<file path="config.mk">
export PLATFORM = sky130hd
export DESIGN_NAME = bcl1_queue
export DESIGN_NICKNAME = d
export VERILOG_FILES = /design/src/design/bcl1_pkg.sv /design/src/design/bcl1_queue.sv
export SDC_FILE = /design/constraint.sdc
export NUM_CORES = 1
export LEC_CHECK = 0
export CAP_MARGIN = 20
export CORE_ASPECT_RATIO = 1.1
export CORE_MARGIN = 3
export CORE_UTILIZATION = 40
export DETAILED_ROUTE_END_ITERATION = 10
export DONT_BUFFER_PORTS = 1
export HOLD_SLACK_MARGIN = 0.02
export PLACE_DENSITY = 0.63
export SYNTH_ARGS = -nofsm -noshare
export SYNTH_HDL_FRONTEND = slang
export SYNTH_SLANG_ARGS = --single-unit
</file>
<file path="constraint.sdc">
create_clock -name clk -period 4.85 [get_ports clk]
set_clock_uncertainty 0.1 [all_clocks]
set_input_delay 0.7275 -clock clk [delete_from_list [all_inputs] [get_ports clk]]
set_output_delay 0.7275 -clock clk [all_outputs]
set_load 0.02 [all_outputs]
</file>
<file path="src/design/bcl1_pkg.sv">
// Shared constants and helpers for the box-constrained L1 scalar solver.
`default_nettype none

package bcl1_pkg;

	localparam int DATA_WIDTH_DEF = 32;
	localparam int FRAC_BITS_DEF  = 16;

	// entries in the queue between front and back, power of two
	localparam int QUEUE_DEPTH = 4;

	// classified item: magnitude, curvature, two bounds, three flags
	function automatic int item_bits(input int w);
		return 4 * w + 2;
	endfunction

endpackage

`default_nettype wire

</file>
<file path="src/design/bcl1_queue.sv">
// Small FIFO that decouples the front end from the divider pipeline.
`default_nettype none

module bcl1_queue #(
	parameter int ITEM_W = 130
) (
	input  wire logic              clk,
	input  wire logic              arst_n,
	input  wire logic              push_valid,
	output logic                   push_full,
	input  wire logic [ITEM_W-1:0] push_data,
	output logic                   pop_valid,
	input  wire logic              pop_take,
	output logic      [ITEM_W-1:0] pop_data
);
	import bcl1_pkg::*;

	localparam int PW = $clog2(QUEUE_DEPTH);

	logic [ITEM_W-1:0] mem_q [QUEUE_DEPTH];
	logic [PW-1:0]     wr_ptr_q;
	logic [PW-1:0]     rd_ptr_q;
	logic [PW:0]       count_q;
	logic              push;
	logic              pop;

	assign push_full = (count_q == (PW + 1)'(QUEUE_DEPTH));
	assign pop_valid = (count_q != '0);
	assign push      = push_valid && !push_full;
	assign pop       = pop_take && pop_valid;
	assign pop_data  = mem_q[rd_ptr_q];

	always_ff @(posedge clk or negedge arst_n) begin
		if (!arst_n) begin
			wr_ptr_q <= '0;
			rd_ptr_q <= '0;
			count_q  <= '0;
		end else begin
			if (push) begin
				wr_ptr_q <= wr_ptr_q + 1'b1;
			end
			if (pop) begin
				rd_ptr_q <= rd_ptr_q + 1'b1;
			end
			if (push && !pop) begin
				count_q <= count_q + 1'b1;
			end else if (pop && !push) begin
				count_q <= count_q - 1'b1;
			end
		end
	end

	always_ff @(posedge clk) begin
		if (push) begin
			mem_q[wr_ptr_q] <= push_data;
		end
	end

endmodule

`default_nettype wire

</file>
* Word level (Yosys, flattened, before mapping)
Memory sizes are Yosys's and may differ from the RTL's. Cells that the tools add are included.
Storage, ports and cells: bits in registers 7, RAM bits 520, input bits 134, output and inout bits 132, memories 1
Memories:
- mem_q | words 4, width 130, rd ports 1, clocked after Yosys merged registers in 0, write ports 1, RTL line bcl1_queue.sv:20 | logic [ITEM_W-1:0] mem_q [QUEUE_DEPTH];
Operators by class: add/subtract/negate cells 4, equal/unequal tests 1, mux-type cells 4, reductions and logical operators 9
Operators by type and width (count):
- two-way mux 3 bit | 2
- adder 2 x 1 -> 2 bit (second input constant) | 2
- logical AND 1 bit | 4
- adder 3 x 1 -> 3 bit (second input constant) | 1
- equality test 3 bit (second input constant) | 1
- logical NOT 1 bit | 3
- nonzero test 3 bit | 1
- subtractor 3 x 1 -> 3 bit (second input constant) | 1
- two-way mux 1 bit | 2
- nonzero test 2 bit | 1

* Logic depth before layout (Yosys ltp)
Gate-level depths: netlist of the first run.
word-level depth 7, gate-level depth with buffers 9, depth with buffers taken out 8

* Least setup slack after synthesis of the first run
OpenSTA, ideal clock, no wires.
path type in2reg, start point in push_valid, end point mem mem_q[0][0] (enable), library setup time 0.505 ns, arrival time 3.995 ns, data required time 4.245 ns, path slack 0.251 ns, stages 3, buffers on the path 1, path through nor2b_1 buf_2 and2_1
On the way: cells in the longest elaborated chain, start to end 3
RTL lines:
- start, declared | RTL line bcl1_queue.sv:9 | input wire logic push_valid,
- logical AND 1 bit | RTL line bcl1_queue.sv:29 | assign push = push_valid && !push_full;
- net push | RTL line bcl1_queue.sv:24 | logic push;
- two-way mux 1 bit | RTL line bcl1_queue.sv:54 | if (push) begin
- two-way mux 1 bit (not written as such) | RTL line bcl1_queue.sv:55 | mem_q[wr_ptr_q] <= push_data;
- end, declared | RTL line bcl1_queue.sv:20
The timed path passes the listed nets, and every way through them passes these cells.

* Worst setup path in the final report of the first run
start point reg rd_ptr_q[0], end point out pop_data[65]
On the way: cells in the longest elaborated chain, start to end 1
RTL lines:
- start, declared | RTL line bcl1_queue.sv:22 | logic [PW-1:0] rd_ptr_q;
- start signal, assigned | RTL line bcl1_queue.sv:43 | rd_ptr_q <= rd_ptr_q + 1'b1;
- memory (4 x 130 bit)
- end, declared | RTL line bcl1_queue.sv:14 | output logic [ITEM_W-1:0] pop_data
Every way passes these cells.

==> impl_metrics.env, run 1 <==
export IMPL_setup_worst_path_class="reg -> out"
export IMPL_ys_ff_latch=527
export IMPL_grt_max_degree=131
export IMPL_start_util=0.407
export IMPL_post_route_cells_drive_above_1_share=0.282
export IMPL_ioPinCount=266
export IMPL_routedWlPerCell_um=24.6
export IMPL_core_rowCount=83
export IMPL_tns_ps=0
export IMPL_drt_iter0_drc=473
export IMPL_vdd_drop_max_mv=0.419
export IMPL_clk_insertion_delay_late_ps=570
export IMPL_ys_top_cells_by_area="edfxtp_1 (81%), mux4_2 (15%), dfrtp_1 (0.91%)"
export IMPL_ant_nets=0
export IMPL_hold_viol_final=0
export IMPL_synth_most_common_cell="edfxtp_1"
export IMPL_ys_top_cells_by_count="edfxtp_1 (520), mux4_2 (130), buf_2 (16), buf_6 (10), dfrtp_1 (7)"
export IMPL_fin_crit_ps=3470
export IMPL_wl_mm=35.2
export IMPL_synth_top_area_cell="edfxtp_1"
export IMPL_clock_sinks=527
export IMPL_num_nets_final=890
export IMPL_gp_congestion=0.692
export IMPL_post_cts_setup_buffers=0
export IMPL_final_area_um2=21600
export IMPL_clk_pin_slew_ps=60
export IMPL_ys_warn_count=0
export IMPL_p_per_area_nw_per_um2=649
export IMPL_fmax_ghz=0.288
export IMPL_die_area_um2=50600
export IMPL_setup_violations=0
export IMPL_hold_path_class="in -> reg"
export IMPL_cts_hold_buffers=1
export IMPL_arrival_ps=2650
export IMPL_postSynthCellCount=715
export IMPL_postCtsResizedCells=0
export IMPL_end_kind="primary output"
export IMPL_slew_violations=0
export IMPL_port_buffer_count=0
export IMPL_route_detailed_drc=0
export IMPL_slew_headroom=0.312
export IMPL_cp_required_ps=4020
export IMPL_die_w_um=215
export IMPL_track_usage=0.139
export IMPL_synth_top_area_share=0.815
export IMPL_period_share=0.716
export IMPL_max_cap_violations=0
export IMPL_regToRegSetupSlack_ps=2080
export IMPL_rsz0062_at_grt="no"
export IMPL_fill_cells=3833
export IMPL_synth_edff_count=520
export IMPL_start_kind="flop"
export IMPL_p_leak_nw=6.66
export IMPL_gr_total_overflow=0
export IMPL_synth_cell_types=22
export IMPL_async_flop_share=0.0133
export IMPL_tritoncts="yes"
export IMPL_die_h_um=236
export IMPL_syn_area_per_cell_um2=26.8
export IMPL_area_growth_pct=12.6
export IMPL_cts_root_buf="clkbuf_16"
export IMPL_antenna_found_initial=0
export IMPL_vias=7479
export IMPL_core_um2=47000
export IMPL_status="finished clean"
export IMPL_place_area_um2=19900
export IMPL_syn_nets=855
export IMPL_dr_pass1_iters=4
export IMPL_clock_path_buffers=3
export IMPL_grt_pass1_wl_mm=53.3
export IMPL_grt_pass1_vias=8077
export IMPL_post_route_util=0.459
export IMPL_syn_cell_area_um2=19200
export IMPL_numCtsBuffers=51
export IMPL_hpwl_mm=19.5
export IMPL_cp_max_fo=37
export IMPL_p_total_mw=14.0
export IMPL_synth_top_flop_cell="edfxtp_1"
export IMPL_via_per_inst=5.23
export IMPL_worstMarginPinSlew_ps=1030
export IMPL_h_tree_depth=2
export IMPL_ys_seq_area_frac=0.824
report_power, final:
group          internal, mW  leakage [nW]  total, mW  switching [mW]
Sequential             6.03          4.84       6.39           0.362
Combinational          1.36          1.03       3.81            2.46
Clock                  2.20         0.788       3.80            1.60
flip-flops by register name, summed over array words and instances (netlist names):
register	count
wr_ptr_q	2
mem_q	520
count_q	3
rd_ptr_q	2
cells by family after synthesis:
family | share of synthesized area
adder cells (fa/ha/maj) | 0.00431
AND/OR/NAND/NOR | 0.00326
XOR/XNOR | 0.00274
buffers and inverters | 0.0118
multiplexers | 0.154
flip-flops | 0.824
worst paths after layout:
path	startpoint	end	cells past startpoint
worst min register to register	count_q[2]	count_q[2]	1
worst max register to register	count_q[2]	mem_q[1][103]	4
worst min-delay path	push_data[45]	mem_q[0][45]	0
worst max-delay path	rd_ptr_q[0]	pop_data[65]	2
max in group asynchronous	arst_n	rd_ptr_q[1]	1
min in group asynchronous	arst_n	count_q[0]	1
cells in the final DEF (no fill, tap or decap), drive strengths merged, types with 2 or more instances in the layout:
master    Yosys  routed
edfxtp      520     520
diode         0       2
inv           3       4
xnor2         4       4
clkinvlp      0       4
buf          28      12
mux4        130     130
mux2          2       2
clkinv        0      26
ha            5       5
bufinv        0       4
dfrtp         7       7
clkbuf        3      58
and2          4       4
xor2          2       2
final cells by class:
class,count,area [um2],area share
Inverter,3,11.3,0.000522
Timing Repair Buffer,13,188,0.00870
Clock inverter,35,278,0.0129
Clock buffer,58,1350,0.0623
Sequential cell,527,15800,0.732
Tap cell,637,797,0.0369
Antenna cell,2,5.00,0.000232
Multi-Input combinational cell,154,3160,0.146
layer usage:
layer | global-route usage | vias to the layer above | wire length (um)
li1 | - | 3168 | -
met4 | 0.0423 | 0 | 897
met2 | 0.224 | 220 | 17500
met1 | 0.171 | 4028 | 13300
met3 | 0.0621 | 63 | 3420
met5 | 0 | - | 0
through the flow:
stage | hold WS [ps] | setup slack, ps | cells
floorplan | 332 | 251 | 715
global placement | 333 | 1860 | 1333
detailed placement | 333 | 1850 | 1333
CTS | 99.3 | 1210 | 1427
global route | 100 | 1120 | 1427
finish | 151 | 1380 | 1429
critical path, cell delays in order, from the launching register on:
cell and delay (ps):
dfrtp_4 940, buf_4 430, mux4_2 650
Note: power is estimated with default switching activity, not from simulation.
==> run 2, diff against run 1 <==
==> constraint.sdc (replaced) <==
create_clock -name clk -period 3.3 [get_ports clk]
set_clock_uncertainty 0.1 [all_clocks]
set_input_delay 0.495 -clock clk [delete_from_list [all_inputs] [get_ports clk]]
set_output_delay 0.495 -clock clk [all_outputs]
set_load 0.02 [all_outputs]
==> impl_metrics.env, run 2 (synthesized netlist as in run 1, its figures left out) <==
export IMPL_r2r_start="count_q[2]"
export IMPL_ant_nets=0
export IMPL_via_per_inst=5.10
export IMPL_post_route_cells_drive_above_1_share=0.244
export IMPL_tns_ps=0
export IMPL_vdd_drop_max_mv=0.589
export IMPL_die_h_um=236
export IMPL_cts_hold_buffers=132
export IMPL_fin_crit_ps=2980
export IMPL_grt_pass1_vias=8675
export IMPL_ioPinCount=266
export IMPL_slew_violations=0
export IMPL_grt_pass1_wl_mm=56.3
export IMPL_p_total_mw=20.9
export IMPL_fill_cells=3745
export IMPL_route_detailed_drc=0
export IMPL_p_leak_nw=7.26
export IMPL_clock_sinks=527
export IMPL_regMostFlops="mem_q"
export IMPL_num_nets_final=1027
export IMPL_die_area_um2=50600
export IMPL_clk_insertion_delay_late_ps=580
export IMPL_core_um2=47000
export IMPL_antenna_found_initial=4
export IMPL_arrival_ps=2390
export IMPL_final_cell_mix="edfxtp_1 (520), dlygate4sd3_1 (132), mux4_2 (130), clkbuf_16 (55), buf_12 (14)"
export IMPL_postCtsResizedCells=0
export IMPL_place_ws_ps=791
export IMPL_die_w_um=215
export IMPL_vias=7977
export IMPL_period_share=0.904
export IMPL_drt_iter0_drc=492
export IMPL_gr_total_overflow=0
export IMPL_dpl_cell_count=1337
export IMPL_regToRegSetupSlack_ps=820
export IMPL_port_buffer_count=0
export IMPL_clock_path_buffers=3
export IMPL_grt_max_degree=85
export IMPL_post_cts_setup_buffers=0
export IMPL_clk_pin_slew_ps=60
export IMPL_h_tree_depth=2
export IMPL_multi_input_area_um2=3160
export IMPL_start_kind="flop"
export IMPL_tritoncts="yes"
export IMPL_stdcell_count=1563
export IMPL_status="finished clean"
export IMPL_hold_viol_final=0
export IMPL_rsz0062_at_grt="no"
export IMPL_hold_path_class="in -> async"
export IMPL_numCtsBuffers=53
export IMPL_core_rowCount=83
export IMPL_hpwl_mm=21.0
export IMPL_area_growth_pct=20.1
export IMPL_routedWlPerCell_um=23.5
export IMPL_setup_worst_path_class="reg -> out"
export IMPL_wl_mm=36.8
export IMPL_start_util=0.407
export IMPL_startpoint="rd_ptr_q[0]"
export IMPL_r2r_cells=8
export IMPL_r2r_end="count_q[2]"
export IMPL_final_area_um2=23000
export IMPL_regArea_um2=15800
export IMPL_track_usage=0.147
export IMPL_cp_max_fo=43
export IMPL_worstMarginPinSlew_ps=614
export IMPL_p_per_area_nw_per_um2=909
export IMPL_fin_hold_ws_ps=172
export IMPL_end_kind="primary output"
export IMPL_top_regs="mem_q x520, count_q x3"
export IMPL_worst_slack_ps=316
export IMPL_cts_root_buf="clkbuf_16"
export IMPL_dr_pass1_iters=4
export IMPL_fmax_ghz=0.335
export IMPL_largest_reg_flops=520
export IMPL_gp_congestion=0.678
export IMPL_slew_headroom=0.590
export IMPL_layout_commonest_cell="edfxtp_1"
export IMPL_setup_violations=0
export IMPL_post_route_util=0.489
export IMPL_max_cap_violations=0
export IMPL_place_area_um2=20100
export IMPL_cp_required_ps=2700
## run 2: changes by cell type in the layout (fill, tap and decap cells not counted), sizes merged
cell         before  now
dlygate4sd3       1  132
clkinv           26   18
clkbuf           58   65
buf              12   16
bufinv            4    3
clkinvlp          4    5
diode             2    1
inv               4    5
## run 2: how the worst max path moves through the flow
stage,end,slack [ps],cells after the start
2_1_floorplan,mem_q[0][0],300,4
3_3_place_gp,pop_data[34],840,2
3_5_place_dp,count_q[2],790,8
4_1_cts,pop_data[45],220,2
5_1_grt,pop_data[12],140,2
6_report,pop_data[12],320,2
## run 2: area by class of cell
type,count,area share
Tap cell,637,0.0346
Timing Repair Buffer,148,0.0702
Antenna cell,1,0.000109
Multi-Input combinational cell,154,0.137
Inverter,3,0.000489
Clock buffer,65,0.0614
Sequential cell,527,0.686
Clock inverter,28,0.00962
## run 2: worst max-delay path: stages (launching register included)
cell and delay (ps):
dfrtp_4 710, buf_12 350, mux4_2 660
## run 2: power by group
| part | switching [mW] | internal, mW | total [mW] |
|---|---|---|---|
| Combinational | 3.88 | 2.19 | 6.07 |
| Clock | 2.33 | 3.26 | 5.59 |
| Sequential | 0.424 | 8.84 | 9.26 |
| Total | 6.63 | 14.3 | 20.9 |
## run 2: per-layer routing
metal  track usage  wire length, um  vias up
met5             0               41        -
met4        0.0389              689        6
met3        0.0481             2350       55
met2         0.243            18800      217
met1         0.188            14900     4254
li1              -                -     3445
