`src/design/bcl1_pkg.sv`:
```
// Shared constants and helpers for the box-constrained L1 scalar solver.
`default_nettype none

package bcl1_pkg;

	localparam int DATA_WIDTH_DEF = 32;
	localparam int FRAC_BITS_DEF  = 16;

	// entries in the queue between front and back, power of two
	localparam int QUEUE_DEPTH = 4;

	// classified item: magnitude, curvature, two bounds, three flags
	function automatic int item_bits(input int w);
		return 4 * w + 2;
	endfunction

endpackage

`default_nettype wire

```
`src/design/bcl1_front.sv`:
```
// Front end: soft threshold of the linear term and item classification.
`default_nettype none

module bcl1_front #(
	parameter int DATA_WIDTH = 32
) (
	input  wire logic signed [DATA_WIDTH-1:0]               lin_coef,
	input  wire logic        [DATA_WIDTH-2:0]               curvature,
	input  wire logic signed [DATA_WIDTH-1:0]               lower_bound,
	input  wire logic signed [DATA_WIDTH-1:0]               upper_bound,
	input  wire logic        [DATA_WIDTH-2:0]               penalty,
	output logic       [bcl1_pkg::item_bits(DATA_WIDTH)-1:0] item
);
	import bcl1_pkg::*;

	typedef struct packed {
		logic        [DATA_WIDTH-1:0] mag;
		logic        [DATA_WIDTH-2:0] b;
		logic signed [DATA_WIDTH-1:0] lo;
		logic signed [DATA_WIDTH-1:0] hi;
		logic                         neg;
		logic                         zero;
		logic                         bzero;
	} item_t;

	item_t                 it;
	logic [DATA_WIDTH-1:0] lam_x;
	logic [DATA_WIDTH-1:0] abs_neg;

	assign lam_x   = {1'b0, penalty};
	// -a as unsigned; the most negative a maps to 2^(W-1), which fits
	assign abs_neg = '0 - lin_coef;

	always_comb begin
		it       = '0;
		it.b     = curvature;
		it.lo    = lower_bound;
		it.hi    = upper_bound;
		it.bzero = (curvature == '0);
		if (lin_coef[DATA_WIDTH-1]) begin
			if (abs_neg > lam_x) begin
				it.mag = abs_neg - lam_x;
			end
		end else if (lin_coef > lam_x) begin
			it.mag = lin_coef - lam_x;
			it.neg = 1'b1;
		end
		it.zero = (it.mag == '0);
	end

	assign item = it;

endmodule

`default_nettype wire

```
`config.mk`:
```
export PLATFORM = sky130hd
export DESIGN_NAME = bcl1_front
export DESIGN_NICKNAME = d
export VERILOG_FILES = /design/src/design/bcl1_pkg.sv /design/src/design/bcl1_front.sv
export SDC_FILE = /design/constraint.sdc
export NUM_CORES = 1
export LEC_CHECK = 0
export BUFFER_PORTS_ARGS = -buffer_cell sky130_fd_sc_hd__buf_2
export CORE_ASPECT_RATIO = 0.75
export CORE_UTILIZATION = 40
export DETAILED_ROUTE_END_ITERATION = 10
export GPL_TIMING_DRIVEN = 0
export PLACE_DENSITY = 0.73
export SLEW_MARGIN = 20
export SYNTH_ARGS = -nofsm -noshare
export SYNTH_HDL_FRONTEND = slang
export SYNTH_SLANG_ARGS = --single-unit
```
`constraint.sdc`:
```
create_clock -name vclk -period 4.7
set_clock_uncertainty 0.1 [all_clocks]
set_input_delay 0 -clock vclk [all_inputs]
set_output_delay 0 -clock vclk [all_outputs]
set_load 0.01 [all_outputs]
```
=== Word level (Yosys, flattened, before mapping) ===
Cells that the tools add are included.
Widths: inputs -> output; s select.

* Word-level logic and storage cells: 12
* Output and inout port bits: 130
* Register bits after elaboration: 0
* Bits of input ports: 158

* $lt $le $gt $ge: 2
* Muxes and demuxes: 5
* Add/sub/neg operators: 3
* Reductions and logical operators: 2

{| class="wikitable"
|+ Operator list
! operator !! count
|-
| $mux 32 || 3
|-
| $gt 32x31->1 || 2
|-
| $sub 32x31->32 || 2
|-
| $logic_not 32->1 || 1
|-
| $sub 1x32->32 const A || 1
|-
| $logic_not 31->1 || 1
|-
| $mux 1 || 2
|}

=== Logic depth before layout (Yosys ltp) ===
Gate-level depths: netlist of the first run.

* Depth after elaboration: 5
* Gate-level depth with buffers: 21
* Mapped depth without buffers: 19

=== Least setup slack after synthesis of the first run ===
No wires, ideal clock.

* Path type: input -> output
* Start: input port lin_coef[16]
* End: output port item[1] (netlist bit)
* Stages on the path: 19
* Path slack: 375 ps
* Arrival time: 4225 ps
* Required time: 4600 ps
* Path buffers: 2
* Cell sequence: or4_1 > or3_1 > or3_1 > buf_2 > nor3_4 > nand2_1 > or3_1 > xor2_1 > ha_1 > nand2_1 > nor2_1 > nand2_1 > or2_2 > o31a_2 > nand2b_4 > buf_6 > o22ai_1 > nor4b_1 > and4b_1

* Word-level cells in the longest chain between the ends: 5
* Elaborated cells between the ends (all ways): 9
* Those cells by class: add/sub (3); order compare (2); mux (3); reduce/logical (1)

{| class="wikitable"
|+ RTL lines
! item !! RTL line !! source
|-
| start: declaration || bcl1_front.sv:7 || <nowiki>input wire logic signed [DATA_WIDTH-1:0] lin_coef,</nowiki>
|-
| $sub 1x32->32 || bcl1_front.sv:32 || <nowiki>assign abs_neg = '0 - lin_coef;</nowiki>
|-
| $sub 32x31->32 / $gt 32x31->1 (equally long branches) || bcl1_front.sv:42, bcl1_front.sv:41 ||
|-
| $mux 32 || bcl1_front.sv:41 || <nowiki>if (abs_neg > lam_x) begin</nowiki>
|-
| $mux 32 * || bcl1_front.sv:40 || <nowiki>if (lin_coef[DATA_WIDTH-1]) begin</nowiki>
|-
| named net item (one bit) || bcl1_front.sv:12 || <nowiki>output logic [bcl1_pkg::item_bits(DATA_WIDTH)-1:0] item</nowiki>
|-
| $logic_not 32->1 * || bcl1_front.sv:48 || <nowiki>it.zero = (it.mag == '0);</nowiki>
|-
| end: declaration || bcl1_front.sv:12 ||
|}

The timed path passes the listed nets; every way through them passes the cells marked *.

=== Final worst setup path of the first run ===
* Start: input port lin_coef[15]
* End: output port item[1] (netlist bit)

* Word-level cells in the longest chain between the ends: 5
* Elaborated cells between the ends (all ways): 9
* Those cells by class: add/sub (3); order compare (2); mux (3); reduce/logical (1)

{| class="wikitable"
|+ RTL lines
! item !! RTL line
|-
| $sub 1x32->32 || bcl1_front.sv:32
|-
| $sub 32x31->32 / $gt 32x31->1 (equally long branches) || bcl1_front.sv:42, bcl1_front.sv:41
|-
| $mux 32 || bcl1_front.sv:41
|-
| $mux 32 * || bcl1_front.sv:40
|-
| $logic_not 32->1 * || bcl1_front.sv:48
|}

Every way passes the cells marked *; elsewhere a longest branch is shown, timed or not.

==> out/results.ini, run 1 <==
[critical_path]
cp-startpoint = lin_coef[15]
critPathCaptureType = output pin
crit_type = in -> out
required_ps = 4600
path_max_fanout = 5
start_kind = primary input
arrival_ps = 4520

[synthesis]
syn-instance-count = 761
yosys-top-cells-area = ha_1, buf_4, xnor2_1
avgSynthCellArea_sq_um = 6.762
synthTopCellsByCount = buf_4, ha_1, nor2_1
yosysMostFrequentCell = buf_4
synthSimpleGateAreaFrac_pct = 23.02
synth_xor_area_share_pct = 13.96
syn_nets = 983
syn_area_sq_um = 5146
yosysWarningCount = 0
synth_top_cell_area_share_pct = 15.07
yosys.area_share.adder_pct = 15.85
synth_cell_type_count = 68
synth-compound-area-share_pct = 27.96
synth_top_family_by_area = compound AO/OA/AOI/OAI gates
ys_seq_area_share_pct = 0
yosys.area.top_type = ha_1
synth_mux_area_share_pct = 0

[power]
p_switching_uw = 558.7
combPwrFrac_pct = 100.0
p_total_uw = 970.9
p_int_uw = 412.2
cellPowerDensity_nw_per_um2 = 144.5
vdd_drop_max_uv = 50.21
p_leak_nw = 3.379
p_clk_share_pct = 0
p_sw_share_pct = 57.55
power_frac_seq_pct = 0

[layout]
nets = 1213
seqCellArea_sq_um = 0
area_delta_synth_final_pct = 30.51
final_cells = 1155
n_clock_buffer = 0
final_util_pct = 54.19
antenna_cells = 0
final_area_sq_um = 6716
flops_and_latches = 0
drive_above_1_share_pct = 37.31

[place]
gp_congestion = 1.021
dpl-instance-area_sq_um = 6475
dp.cells = 1151
hpwl_microns = 16280
numPortBuffers = 224

[detailed_routing]
firstDrtPassIters = 6
drt_iter0_drc = 614
num_vias = 6509
drc = 0
ant_nets = 0
vias_per_cell = 5.635
wire_per_inst_microns = 16.34
wirelength_microns = 18870

[grt]
antenna_found_initial = 0
grt_max_degree = 11
gr-total-overflow = 0
grt_pass1_vias = 5618
grt.total_usage_pct = 26.10
grt_pass1_wl_microns = 27950

[die]
core-area_sq_um = 12390
num_rows = 35
start_util_pct = 41.52
die_area_sq_um = 13330
ios = 288
die_h_microns = 100.2
die_x_microns = 133.0

[hold_path]
hp-class = in -> out
hp-start = upper_bound[3]

[timing]
fmax_mhz = 216.5
setup_violations = 0
hold_viol = 0
finalCriticalPeriod_ps = 4618
rsz0062_at_grt = true
hold_ws_ps = 82.72
worst_pin_slew_ps = 567.1
slew_violations = 0
fin_crit_sh_pct = 98.26
slew_headroom_pct = 61.96

[run]
cap_violations = 0

[cts]
cts_hold_buf = 0

[status]
status = complete, no violations

[cell type report]
cell class                 instances  area, sq um
tap                              166        207.7
fill                            1220         5677
timing repair buffer             229         1175
buffer                           112        797.0
inverter                          52        195.2
multi-input combinational        596         4342
[metal layers]
layer / GRT usage, % / share of wire (%) / routed length, microns
met5: 0 / 0 / 0
met4: 6.189 / 2.1 / 388
met3: 4.596 / 12 / 2242
met2: 41.16 / 43 / 8105
met1: 36.62 / 43 / 8137
[worst max-delay path, stage by stage]
cell and delay (ps):
buf_8 110, or4_4 530, or3_4 410, or3_4 330, buf_6 140, nor3_4 160, nand2_2 80, or3_4 400
xor2_4 170, ha_4 320, nand2_4 70, nor2_4 130, nand2_2 60, or2_4 240, o31a_4 290, and2b_2 230
o311ai_4 70, nand4bb_1 150, nor4_2 270, and4b_1 220, buf_2 130
[through the flow]
stage | setup TNS (ps) | setup slack (ps)
finish | 0 | 81.98
global route | -98.40 | -98.40
CTS | 0 | 0.7847
detailed placement | -3154 | -323.6
global placement | -3178 | -360.2
floorplan | 0 | 374.8
[power groups by stage]
stage | Sequential [mW] | Clock, mW | Combinational [mW]
floorplan | 0 | 0 | 0.623
global placement | 0 | 0 | 0.912
detailed placement | 0 | 0 | 0.915
CTS | 0 | 0 | 0.926
global route | 0 | 0 | 1.05
finish | 0 | 0 | 0.971
[cell families after synthesis]
kind of cell | Yosys count
fa+ha+maj | 64
xor+xnor | 82
compound gates | 222
buf+inv | 165
simple gates | 228
[cell usage in the layout (no fill, tap or decap), types with 29 or more instances in the layout]
| cell | Yosys | layout |
|---|---|---|
| nor2_1 | 60 | 59 |
| buf_4 | 95 | 100 |
| nand2_1 | 53 | 50 |
| a21oi_1 | 55 | 54 |
| xor2_1 | 31 | 29 |
| inv_1 | 52 | 52 |
| xnor2_1 | 51 | 51 |
| o21ai_0 | 41 | 39 |
| ha_1 | 62 | 61 |
| buf_2 | 4 | 225 |
[path summary, 6_finish.rpt]
path,end,depth (start not counted)
worst min-delay path,item[6],2
worst max-delay path,item[1],21
[timing repair]
| item | CTS | global route |
|---|---|---|
| setup buffers | 4 | 1 |
| endpoints found under the hold margin | 0 | 0 |
| pin swaps | 5 | 11 |
| gates cloned | 0 | 0 |
| setup endpoints to repair | 21 | 21 |
| resized for setup | 10 | 36 |
(Power assumes the default switching activity.)
==> run 2: changes to the inputs <==
--- a/config.mk
+++ b/config.mk
@@ -5,12 +5,12 @@
 export SDC_FILE = /design/constraint.sdc
 export NUM_CORES = 1
 export LEC_CHECK = 0
+export ABC_AREA = 1
 export BUFFER_PORTS_ARGS = -buffer_cell sky130_fd_sc_hd__buf_2
 export CORE_ASPECT_RATIO = 0.75
 export CORE_UTILIZATION = 40
 export DETAILED_ROUTE_END_ITERATION = 10
-export GPL_TIMING_DRIVEN = 0
-export PLACE_DENSITY = 0.73
+export PLACE_DENSITY = 0.69
 export SLEW_MARGIN = 20
 export SYNTH_ARGS = -nofsm -noshare
 export SYNTH_HDL_FRONTEND = slang
==> run 2 against run 1 <==
The flow now finishes with violations (DRC). Synthesized cell count increased by 68%. Global-route usage increased by 3.4 points. Via count increased by 29%. Critical path depth increased by 5. First-iteration DRC count increased by 42%. Fmax increased by 6.3%. Non-clock buffer count decreased by 116. Critical endpoint unchanged. Largest power group unchanged.
==> out/results.ini, run 2 <==
[timing]
rsz0062_at_grt = false
fin_crit_sh_pct = 92.41  ; -5.8 points
slew_headroom_pct = 65.21  ; +3.3 points
finalWorstSetupSlack_ps = 356.5  ; +274.5 ps
slew_violations = 0  ; unchanged
finalCriticalPeriod_ps = 4344  ; -274.5 ps
fmax_mhz = 230.2  ; +6.3%
setup_violations = 0  ; unchanged
hold_viol = 0  ; unchanged
hold_ws_ps = 97.58  ; +14.86 ps
finalSetupTns_ps = 0  ; unchanged
worst_pin_slew_ps = 521.8  ; -45.34 ps

[grt]
grt_pass1_vias = 7306  ; +30%
gr-total-overflow = 0  ; unchanged
grt.total_usage_pct = 29.46  ; +3.4 points
antenna_found_initial = 0  ; unchanged
grt_pass1_wl_microns = 39760  ; +42%
grt_max_degree = 27  ; +16

[synthesis]
yosysMostFrequentCell = nand2_1
yosys.area.top_type = nand2_1
yosysWarningCount = 0  ; unchanged
syn_nets = 1504  ; +53%
ys_seq_area_share_pct = 0  ; unchanged
syn_area_sq_um = 6750  ; +31%
yosys-top-cells-area = nand2_1, inv_1, ha_1
synthTopCellsByCount = nand2_1, inv_1, nor2_1
synth_cell_type_count = 38  ; -44%
syn-instance-count = 1282  ; +68%
avgSynthCellArea_sq_um = 5.265  ; -22%
synth_top_cell_area_share_pct = 22.13  ; +7.1 points

[layout]
final_cells = 1618  ; +40%
final_util_pct = 47.63  ; -6.6 points
antenna_cells = 0  ; unchanged
seqCellArea_sq_um = 0  ; unchanged
flops_and_latches = 0  ; unchanged
mostFrequentLayoutCells = nand2_1, inv_1, buf_2
n_clock_buffer = 0  ; unchanged
layout_commonest_cell = nand2_1
area_delta_synth_final_pct = 14.77
nets = 1632  ; +35%
drive_above_1_share_pct = 15.48  ; -22 points
final_area_sq_um = 7747  ; +15%

[die]
die_x_microns = 152  ; +14%
die_area_sq_um = 17400  ; +31%
start_util_pct = 41.50  ; about the same
ios = 288  ; unchanged
num_rows = 40  ; +14%
die_h_microns = 114.5  ; +14%
core-area_sq_um = 16270  ; +31%

[detailed_routing]
ant_nets = 0  ; unchanged
drt_iter0_drc = 871  ; +42%
firstDrtPassIters = 9  ; +3
wirelength_microns = 27270  ; +44%
wire_per_inst_microns = 16.85  ; +3.1%
drc = 24  ; +24
num_vias = 8419  ; +29%
vias_per_cell = 5.203  ; -7.7%

[place]
dpl-instance-area_sq_um = 7032  ; +8.6%
dp.cells = 1551  ; +35%
hpwl_microns = 23210  ; +43%
numPortBuffers = 160  ; -29%
post-place-ws_ps = 293.1  ; +616.7 ps
gp_congestion = 1.018  ; -0.35%

[critical_path]
critPathCaptureType = output pin
path_max_fanout = 12  ; +7
crit_top_cell = nand2_1
path_buf_inv = 4  ; +1
start_kind = primary input
path_delay_family = simple AND/OR/NAND/NOR gates
crit_type = in -> out
required_ps = 4600  ; about the same
cp_slowest_stage_delay_ps = 380  ; -150 ps
arrival_ps = 4240  ; -280 ps
critical-path-slowest-cell = ha_1

[cts]
postCtsSetupRepairBufs = 0  ; -4

[power]
p_leak_nw = 4.491  ; +33%
p_int_uw = 373.8  ; -9.3%
p_total_mw = 1.071  ; +10%
p_sw_share_pct = 65.11  ; +7.6 points
power_frac_seq_pct = 0  ; unchanged
vdd_drop_max_uv = 49.61  ; -1.2%
p_clk_share_pct = 0  ; unchanged
cellPowerDensity_nw_per_um2 = 138.3  ; -4.3%
combPwrFrac_pct = 100.0  ; about the same
p_switching_uw = 697.4  ; +25%

[status]
violations = DRC
status = complete, but fails checks

[run]
cap_violations = 0  ; unchanged

[hold_path]
hp-class = in -> out

[run 2: cell types whose count changed after synthesis, sizes merged, moves of 11 or more]
cell	delta
nand2	+357
inv	+176
nor2	+86
nand3	+75
xnor2	-32
o22ai	-25
nand4	+16
a21o	-13
clkbuf	-12
o21ai	-12
and3	-11
[run 2: timing repair]
item	4_1_cts	5_1_grt
endpoints found under the setup margin	0	1
resized for setup	0	6
hold endpoints to repair	64	0
hold buffers	64	0
[run 2: cell families (layout without fill, tap and decap cells)]
family	count (synthesis)	in the layout	synth area share [%]
AND/OR/NAND/NOR	715	716	46.47
adder cells (fa/ha/maj)	64	64	12.09
XOR/XNOR	55	55	7.136
AO/OA/AOI/OAI	118	120	9.935
buffers and inverters	330	453	24.37
[run 2: worst paths after layout]
| kind | to | cells past startpoint | slack, ps | from |
|---|---|---|---|---|
| worst max-delay path | item[1] | 26 | 360 | lin_coef[0] |
| worst min-delay path | item[80] | 2 | 100 | curvature[13] |
[run 2: power groups by stage]
stage	combinational (mW)	clock (mW)	sequential, mW
after floorplan	0.716	0	0
after global placement	0.979	0	0
after detailed placement	0.973	0	0
after CTS	1.04	0	0
after global routing	1.17	0	0
final	1.07	0	0
[run 2: final cells by class]
| class | instances | area (sq um) |
|---|---|---|
| well taps | 210 | 262.8 |
| repair buffers | 225 | 1449 |
| multi-input cells | 955 | 5180 |
| inverters | 228 | 855.8 |
| fillers | 1770 | 8518 |
[run 2: metal layers]
metal  track usage, %  vias to the layer above  share of wire [%]
met5                0                        -                  0
met4            2.449                        0                1.3
met3            6.245                       35                 11
met2            45.19                      430                 42
met1            43.22                     3765                 45
li1                 -                     4189                  -
==> run 3: changes to the inputs <==
--- a/config.mk
+++ b/config.mk
@@ -5,12 +5,11 @@
 export SDC_FILE = /design/constraint.sdc
 export NUM_CORES = 1
 export LEC_CHECK = 0
-export ABC_AREA = 1
 export BUFFER_PORTS_ARGS = -buffer_cell sky130_fd_sc_hd__buf_2
 export CORE_ASPECT_RATIO = 0.75
 export CORE_UTILIZATION = 40
 export DETAILED_ROUTE_END_ITERATION = 10
-export PLACE_DENSITY = 0.69
+export PLACE_DENSITY = 0.73
 export SLEW_MARGIN = 20
 export SYNTH_ARGS = -nofsm -noshare
 export SYNTH_HDL_FRONTEND = slang
==> run 3 against run 2 <==
The run now ends clean. Critical path depth decreased by 7. Largest power group unchanged. Final area is 20% lower. Power fell by 13%.
==> out/results.ini, run 3 (synthesis results as in run 1) <==
[status]
status = complete, no violations

[die]
ios = 288  ; unchanged
start_util_pct = 41.52  ; about the same
die_x_microns = 133.0  ; -13%
num_rows = 35  ; -13%
die_area_sq_um = 13330  ; -23%
core-area_sq_um = 12390  ; -24%
die_h_microns = 100.2  ; -12%

[grt]
grt_pass1_wl_microns = 28350  ; -29%
grt_pass1_vias = 5393  ; -26%
antenna_found_initial = 0  ; unchanged
gr-total-overflow = 0  ; unchanged
grt.total_usage_pct = 26.62  ; -2.8 points
grt_max_degree = 26  ; -3.7%

[place]
dp.cells = 987  ; -36%
dpl-instance-area_sq_um = 5463  ; -22%
gp_congestion = 1.014  ; -0.36%
hpwl_microns = 15760  ; -32%
numPortBuffers = 160  ; unchanged

[timing]
finalSetupTns_ps = 0  ; unchanged
slew_headroom_pct = 57.74  ; -7.5 points
fin_crit_sh_pct = 95.46  ; +3.0 points
fmax_mhz = 222.9  ; -3.2%
finalCriticalPeriod_ps = 4487  ; +143.0 ps
worst_pin_slew_ps = 634.0  ; +112.2 ps
slew_violations = 0  ; unchanged
hold_viol = 0  ; unchanged
setup_violations = 0  ; unchanged

[detailed_routing]
num_vias = 6241  ; -26%
vias_per_cell = 5.938  ; +14%
wire_per_inst_microns = 18.13  ; +7.6%
drt_iter0_drc = 670  ; -23%
firstDrtPassIters = 6  ; -3
drc = 0  ; -100%
wirelength_microns = 19050  ; -30%
ant_nets = 0  ; unchanged

[hold_path]
hp-class = in -> out

[layout]
mostFrequentLayoutCells = buf_2, dlygate4sd3_1, ha_1
final_cells = 1051  ; -35%
antenna_cells = 0  ; unchanged
nets = 1109  ; -32%
layout_commonest_cell = buf_2
drive_above_1_share_pct = 22.94  ; +7.5 points
flops_and_latches = 0  ; unchanged
seqCellArea_sq_um = 0  ; unchanged
n_clock_buffer = 0  ; unchanged
final_util_pct = 49.91  ; +2.3 points
area_delta_synth_final_pct = 20.20
final_area_sq_um = 6186  ; -20%

[power]
vdd_drop_max_uv = 52.22  ; +5.3%
cellPowerDensity_nw_per_um2 = 150.0  ; +8.5%
p_total_uw = 928.2  ; -13%
p_leak_nw = 2.912  ; -35%

[critical_path]
crit_type = in -> out
path_max_fanout = 5  ; -7
arrival_ps = 4390  ; +150 ps
start_kind = primary input
path_delay_family = simple AND/OR/NAND/NOR gates
critical-path-slowest-cell = or4_4
cp_slowest_stage_delay_ps = 540  ; +160 ps
path_buf_inv = 3  ; -1
required_ps = 4600  ; about the same
path_cells = buf_2 -> or4_4 -> or3_4 -> or3_4 -> buf_4 -> nor3_1 -> nand2_1 -> xor2_1 -> ha_1 -> and3_1 -> nand2_1 -> or2_2 -> o31a_2 -> and2b_2 -> o311ai_1 -> nand4bb_1 -> nor4_2 -> and4b_1 -> buf_2
critPathCaptureType = output pin

[run]
cap_violations = 0  ; unchanged

-- run 3: what timing repair did --
| action | CTS | global route |
|---|---|---|
| hold endpoints to repair | 64 | 0 |
| buffers inserted | 0 | 0 |
| hold buffers | 64 | 0 |
| gates resized for setup | 0 | 20 |
| endpoints found under the setup margin | 0 | 4 |
-- run 3: metrics by stage --
step	hold slack (ps)	setup WS [ps]
5_1_grt	106.6	-22.55
4_1_cts	100.0	122.1
6_report	99.58	213.5
3_3_place_gp	-99.93	185.1
3_5_place_dp	-99.93	133.2
2_1_floorplan	-8.235	374.8
-- run 3: power by group --
group,switching [mW],leakage [nW],internal (mW)
combinational,0.550,2.91,0.378
clock,0,0,0
sequential,0,0,0
total,0.550,2.91,0.378
-- run 3: layout make-up --
class,instances,area (sq um)
Timing Repair Buffer,237,1543
Multi-Input combinational cell,596,4240
Fill cell,1249,6207
Inverter,52,195.2
Tap cell,166,207.7
-- run 3: worst paths after layout --
kind                  depth (start not counted)  endpoint     startpoint
worst min-delay path                          2  item[77]  curvature[10]
worst max-delay path                         19   item[1]   lin_coef[16]
-- run 3: routing by layer --
| layer | track usage (%) | vias up | routed length, microns |
|---|---|---|---|
| met5 | 0 | - | 0 |
| met4 | 4.775 | 0 | 366 |
| met2 | 43.01 | 404 | 8424 |
| met3 | 2.424 | 28 | 1943 |
| li1 | - | 2928 | - |
| met1 | 38.44 | 2881 | 8319 |
